## src/rtl/hnod_pkg.sv

```systemverilog
// Shared types and constants for the HMM next-observation predictor.
// No dependencies; every other file in rtl/ uses this package.
`default_nettype none

package hnod_pkg;

    localparam int DEF_MAX_STATES = 16;
    localparam int DEF_MAX_OBS    = 16;

    localparam int ROW_W     = 4;
    localparam int COL_W     = 4;
    localparam int VALUE_W   = 16;
    localparam int OBS_W     = 4;
    localparam int CNT_W     = 5;
    localparam int CFG_IDX_W = 2;
    localparam int IDX_W     = 6;  // covers up to 64 states or symbols

    localparam logic [VALUE_W-1:0] ONE_Q15 = 16'h8000;

    typedef enum logic [1:0] {
        ACT_LOAD_TRANS = 2'd0,
        ACT_LOAD_EMIS  = 2'd1,
        ACT_LOAD_INIT  = 2'd2,
        ACT_COMPUTE    = 2'd3
    } action_t;

    typedef enum logic [CFG_IDX_W-1:0] {
        REG_STATE_COUNT = 2'd0,
        REG_OBS_COUNT   = 2'd1
    } reg_index_t;

    // one multiply-accumulate step issued by the controller
    typedef struct packed {
        logic             valid;
        logic             phase2;    // 0: pi*A, 1: dist*B
        logic             first;     // i == 0
        logic             last;      // i == n-1
        logic             last_obs;  // final symbol of the run
        logic [IDX_W-1:0] i;
        logic [IDX_W-1:0] j;
    } cmd_t;

    typedef struct packed {
        logic busy;      // MAC pipeline holds a step
        logic out_full;  // result register holds a beat
    } stat_t;

endpackage

`default_nettype wire

```

## src/rtl/hnod_ctrl.sv

```systemverilog
// Controller: count registers, input handshake and the MAC sequencing FSM.
// Depends on hnod_pkg.
`default_nettype none

module hnod_ctrl #(
    parameter int MAX_STATES       = hnod_pkg::DEF_MAX_STATES,
    parameter int MAX_OBSERVATIONS = hnod_pkg::DEF_MAX_OBS
) (
    input  logic                            clk,
    input  logic                            rst_n,
    input  logic                            in_valid,
    input  hnod_pkg::action_t               in_action,
    output logic                            in_ready,
    input  logic                            cfg_valid,
    input  logic [hnod_pkg::CFG_IDX_W-1:0]  cfg_index,
    input  logic [hnod_pkg::CNT_W-1:0]      cfg_data,
    input  hnod_pkg::stat_t                 stat,
    output hnod_pkg::cmd_t                  cmd,
    output logic                            load_en
);
    import hnod_pkg::*;

    localparam int SW = $clog2(MAX_STATES);
    localparam int OW = $clog2(MAX_OBSERVATIONS);
    localparam int JW = (SW > OW) ? SW : OW;
    localparam int NW = $clog2(MAX_STATES + 1);
    localparam int KW = $clog2(MAX_OBSERVATIONS + 1);

    typedef enum logic [1:0] {
        S_IDLE,
        S_MAC1,
        S_WAIT2,
        S_MAC2
    } state_t;

    state_t            state_reg, state_next;
    logic [SW-1:0]     i_reg, i_next;
    logic [JW-1:0]     j_reg, j_next;
    logic [CNT_W-1:0]  n_cfg_reg, n_cfg_next;
    logic [CNT_W-1:0]  k_cfg_reg, k_cfg_next;
    logic [NW-1:0]     n_cnt;
    logic [KW-1:0]     k_cnt;
    logic              i_last, j_last_n, j_last_k;
    logic              accept;

    // zero means one, above the maximum means the maximum
    always_comb
    begin
        if (n_cfg_reg == '0)
            n_cnt = NW'(1);
        else if (int'(n_cfg_reg) > MAX_STATES)
            n_cnt = NW'(MAX_STATES);
        else
            n_cnt = NW'(n_cfg_reg);

        if (k_cfg_reg == '0)
            k_cnt = KW'(1);
        else if (int'(k_cfg_reg) > MAX_OBSERVATIONS)
            k_cnt = KW'(MAX_OBSERVATIONS);
        else
            k_cnt = KW'(k_cfg_reg);
    end

    assign i_last   = (int'(i_reg) == int'(n_cnt) - 1);
    assign j_last_n = (int'(j_reg) == int'(n_cnt) - 1);
    assign j_last_k = (int'(j_reg) == int'(k_cnt) - 1);

    assign in_ready = (state_reg == S_IDLE);
    assign accept   = in_valid && in_ready;
    assign load_en  = accept && (in_action != ACT_COMPUTE);

    always_comb
    begin
        cmd          = '0;
        cmd.valid    = (state_reg == S_MAC1) || (state_reg == S_MAC2);
        cmd.phase2   = (state_reg == S_MAC2);
        cmd.first    = (i_reg == '0);
        cmd.last     = i_last;
        cmd.last_obs = (state_reg == S_MAC2) && j_last_k;
        cmd.i        = IDX_W'(i_reg);
        cmd.j        = IDX_W'(j_reg);
    end

    always_comb
    begin
        state_next = state_reg;
        i_next     = i_reg;
        j_next     = j_reg;
        n_cfg_next = n_cfg_reg;
        k_cfg_next = k_cfg_reg;

        if (cfg_valid)
        begin
            if (cfg_index == REG_STATE_COUNT)
                n_cfg_next = cfg_data;
            else if (cfg_index == REG_OBS_COUNT)
                k_cfg_next = cfg_data;
        end

        unique case (state_reg)
            S_IDLE:
            begin
                if (accept && (in_action == ACT_COMPUTE))
                begin
                    i_next     = '0;
                    j_next     = '0;
                    state_next = S_MAC1;
                end
            end
            S_MAC1:
            begin
                if (i_last)
                begin
                    i_next = '0;
                    if (j_last_n)
                    begin
                        j_next     = '0;
                        state_next = S_WAIT2;
                    end
                    else
                        j_next = j_reg + 1'b1;
                end
                else
                    i_next = i_reg + 1'b1;
            end
            // state distribution written back and result register free
            S_WAIT2:
            begin
                if (!stat.busy && !stat.out_full)
                    state_next = S_MAC2;
            end
            S_MAC2:
            begin
                if (i_last)
                begin
                    i_next = '0;
                    if (j_last_k)
                    begin
                        j_next     = '0;
                        state_next = S_IDLE;
                    end
                    else
                    begin
                        j_next     = j_reg + 1'b1;
                        state_next = S_WAIT2;
                    end
                end
                else
                    i_next = i_reg + 1'b1;
            end
            default:
                state_next = S_IDLE;
        endcase
    end

    always_ff @(posedge clk or negedge rst_n)
    begin
        if (!rst_n)
        begin
            state_reg <= S_IDLE;
            i_reg     <= '0;
            j_reg     <= '0;
            n_cfg_reg <= CNT_W'(1);
            k_cfg_reg <= CNT_W'(1);
        end
        else
        begin
            state_reg <= state_next;
            i_reg     <= i_next;
            j_reg     <= j_next;
            n_cfg_reg <= n_cfg_next;
            k_cfg_reg <= k_cfg_next;
        end
    end

endmodule

`default_nettype wire

```

## config.mk

```make
export PLATFORM = sky130hd
export DESIGN_NAME = hnod_ctrl
export DESIGN_NICKNAME = d
export VERILOG_FILES = /design/src/rtl/hnod_pkg.sv /design/src/rtl/hnod_ctrl.sv
export SDC_FILE = /design/constraint.sdc
export NUM_CORES = 1
export LEC_CHECK = 0
export ABC_AREA = 1
export CORE_MARGIN = 4
export CORE_UTILIZATION = 68
export CTS_CLUSTER_DIAMETER = 200
export DETAILED_ROUTE_END_ITERATION = 6
export DONT_BUFFER_PORTS = 1
export PLACE_DENSITY = 0.84
export REMOVE_ABC_BUFFERS = 1
export SLEW_MARGIN = 30
export SYNTH_ARGS = -nofsm -noshare
export SYNTH_HDL_FRONTEND = slang
export SYNTH_SLANG_ARGS = --single-unit
```

## constraint.sdc

```tcl
create_clock -name clk -period 6.49 [get_ports clk]
set_clock_uncertainty 0.1 [all_clocks]
set_input_delay 0.9735 -clock clk [delete_from_list [all_inputs] [get_ports clk]]
set_output_delay 0.9735 -clock clk [all_outputs]
set_load 0.01 [all_outputs]
```

==> results.ini <==
[cts]
clk_pin_slew_worst_paths_ps = 120
cts-root-buf = clkbuf_4
cts.sinks = 20
cts_setup_buffers = 0
cts-htree-levels = 1
clkLatencyLatePin_ps = 300
cts_resized = 0
cts_tree = built
numCtsBuffers = 3
hold_buffers = 0
clockBufferDepth = 2

[timing]
fin_crit_sh = 0.539
setup_tns_ps = 0
max_freq_ghz = 0.286
rsz0062_at_grt = no
period_minus_slack_ps = 3500
worstMarginPinSlew_ps = 594
hold_ws_ps = 245
hold_viol = 0
relSlewSlack = 0.600
setup_viol = 0
drv_slew = 0

[global_route]
grt.overflow.total = 0
grt_pass1_vias = 1372
track_usage = 0.217
antenna_found_initial = 0
grt_max_degree = 21
grt_pass1_wl_um = 5660

[worst_setup_path]
worst-endpoint-arrival_ps = 2430
crit_fanout = 6
critPathLaunchType = register
critPathRequiredTime_ps = 5420
worstSetupPathType = register to output port
endpoint_kind = output port
rrSetupSlack_ps = 4040

[cells_and_area]
diodes = 0
syn2layout_area_growth_pct = 2.51
fin_util = 0.739
drive_gt1_frac = 0.0840
fin_nets = 263

[die]
die_area_mm2 = 0.00318
core_mm2 = 0.00221
chipHeight_um = 56.4
rows = 17
start_util = 0.721
die_w_um = 56.4
io_pins = 34

[synthesis]
ys_seq_elements = 20
synth_cells = 237
synth_area_mm2 = 0.00159
yosysUniqueCellTypes = 25
synth.yosys.seq_area_share = 0.316
synth.yosys.warnings = 0
avgSynthCellArea_um2 = 6.73

[place]
port_buffers = 0
place_congestion = 0.826
dp_hpwl_um = 2600

[status]
status = finished clean

[worst_hold_path]
hold_path.class = input port to asynchronous set/reset pin

[power_and_ir_drop]
powerDensity_mw_per_mm2 = 369
total_power_w = 0.000604
ir_worst_vdd_mv = 0.235
p_leak_nw = 0.916

[drt]
drcViolationCount = 0
firstDrtPassIters = 6
via_count = 1443
wl_um = 3290
drt_iter0_markers = 45
ant_nets = 0
viasPerCell = 5.42
wl_per_cell_um = 12.4

[run]
maxCapViolCount = 0

## cells by family after synthesis
group / count (synthesis) / synth area share
adder cells (fa/ha/maj): 9 / 0.0706
XOR/XNOR: 8 / 0.0440
AND/OR/NAND/NOR: 134 / 0.379
AO/OA/AOI/OAI: 24 / 0.0793
flip-flops: 20 / 0.316
buffers and inverters: 41 / 0.109
other: 1 / 0.00235
## path summary, 6_finish.rpt
check / cells past startpoint / end / from
hold / removal: 0 / j_reg[3]$_DFFE_PN0P_ / rst_n
setup / recovery: 14 / cmd[12] / k_cfg_reg[2]$_DFFE_PN0P_
min in group clk: 2 / k_cfg_reg[0]$_DFFE_PN1P_ / k_cfg_reg[0]$_DFFE_PN1P_
max in group asynchronous: 0 / n_cfg_reg[0]$_DFFE_PN1P_ / rst_n
hold reg to reg: 2 / k_cfg_reg[0]$_DFFE_PN1P_ / k_cfg_reg[0]$_DFFE_PN1P_
setup reg to reg: 19 / state_reg[1]$_DFFE_PN0P_ / k_cfg_reg[2]$_DFFE_PN0P_
## synthesized netlist by cell type
cell / number / area (um^2)
a21oi_2: 1 / 8.76
dfstp_2: 2 / 52.6
dfrtp_1: 18 / 450
nor3_1: 1 / 5.00
ha_1: 9 / 113
o21ai_0: 16 / 80.1
a21oi_1: 5 / 25.0
conb_1: 1 / 3.75
buf_4: 5 / 37.5
nand4_1: 3 / 18.8
nor2_4: 1 / 11.3
nand2_2: 4 / 25.0
inv_1: 33 / 124
xor2_1: 8 / 70.1
nand3b_1: 2 / 15.0
nand3_1: 25 / 125
nand2_4: 2 / 22.5
o21ai_1: 1 / 5.00
nor2_1: 16 / 60.1
clkbuf_2: 1 / 5.00
or2_2: 1 / 6.26
inv_2: 2 / 7.51
nand2_1: 76 / 285
nand3_2: 3 / 30.0
a21boi_0: 1 / 7.51
## critical path: stages (launching register included)
cell     delay, ps
dfrtp_1        420
nor2_1         240
nand2_1        100
nand2_1         90
nand2_1        100
ha_1           250
nand2_1         90
nand2_1         70
nand2_1         60
nand2_1         50
inv_1           50
nand3_1         70
nor2_1          90
nand3_1        190
nor2_1         250
## power breakdown
group	internal, W	total (W)	switching (W)
Clock	0.0000342	0.0000738	0.0000395
Sequential	0.000155	0.000204	0.0000497
Combinational	0.000114	0.000326	0.000212
Total	0.000303	0.000604	0.000301
## per-stage QoR
step	instances	setup slack (ps)	cell area, um^2
2_1_floorplan	234	3660	1560
3_3_place_gp	262	3540	1600
3_5_place_dp	262	3360	1600
4_1_cts	266	3010	1630
5_1_grt	266	2770	1630
6_report	266	2990	1630
## final cells by class
class,count,area [um^2]
multi-input cells,179,928
fillers,193,578
flip-flops and latches,20,503
inverters,35,131
clock buffers,4,36.3
well taps,28,35.0
## layer usage
metal	up-vias	global-route usage	wire length, um
met3	4	0.0299	171
met4	0	0.0475	31
met5	-	0	0
met2	40	0.399	1680
li1	741	-	-
met1	658	0.265	1400
## cell usage in the layout, fill, tap and decap left out
master,n
nand2_1,76
inv_1,33
nand3_1,25
dfrtp_1,18
nor2_1,16
o21ai_0,16
ha_1,9
xor2_1,8
a21oi_1,5
nand2_2,4
conb_1,4
nand3_2,3
nand4_1,3
clkbuf_4,3
inv_2,2
nand2_4,2
nand3b_1,2
dfstp_2,2
a21boi_0,1
or2_2,1
nor2_4,1
nor3_1,1
o21ai_1,1
a21oi_2,1
clkbuf_8,1
Note: power is estimated with default switching activity, not from simulation.
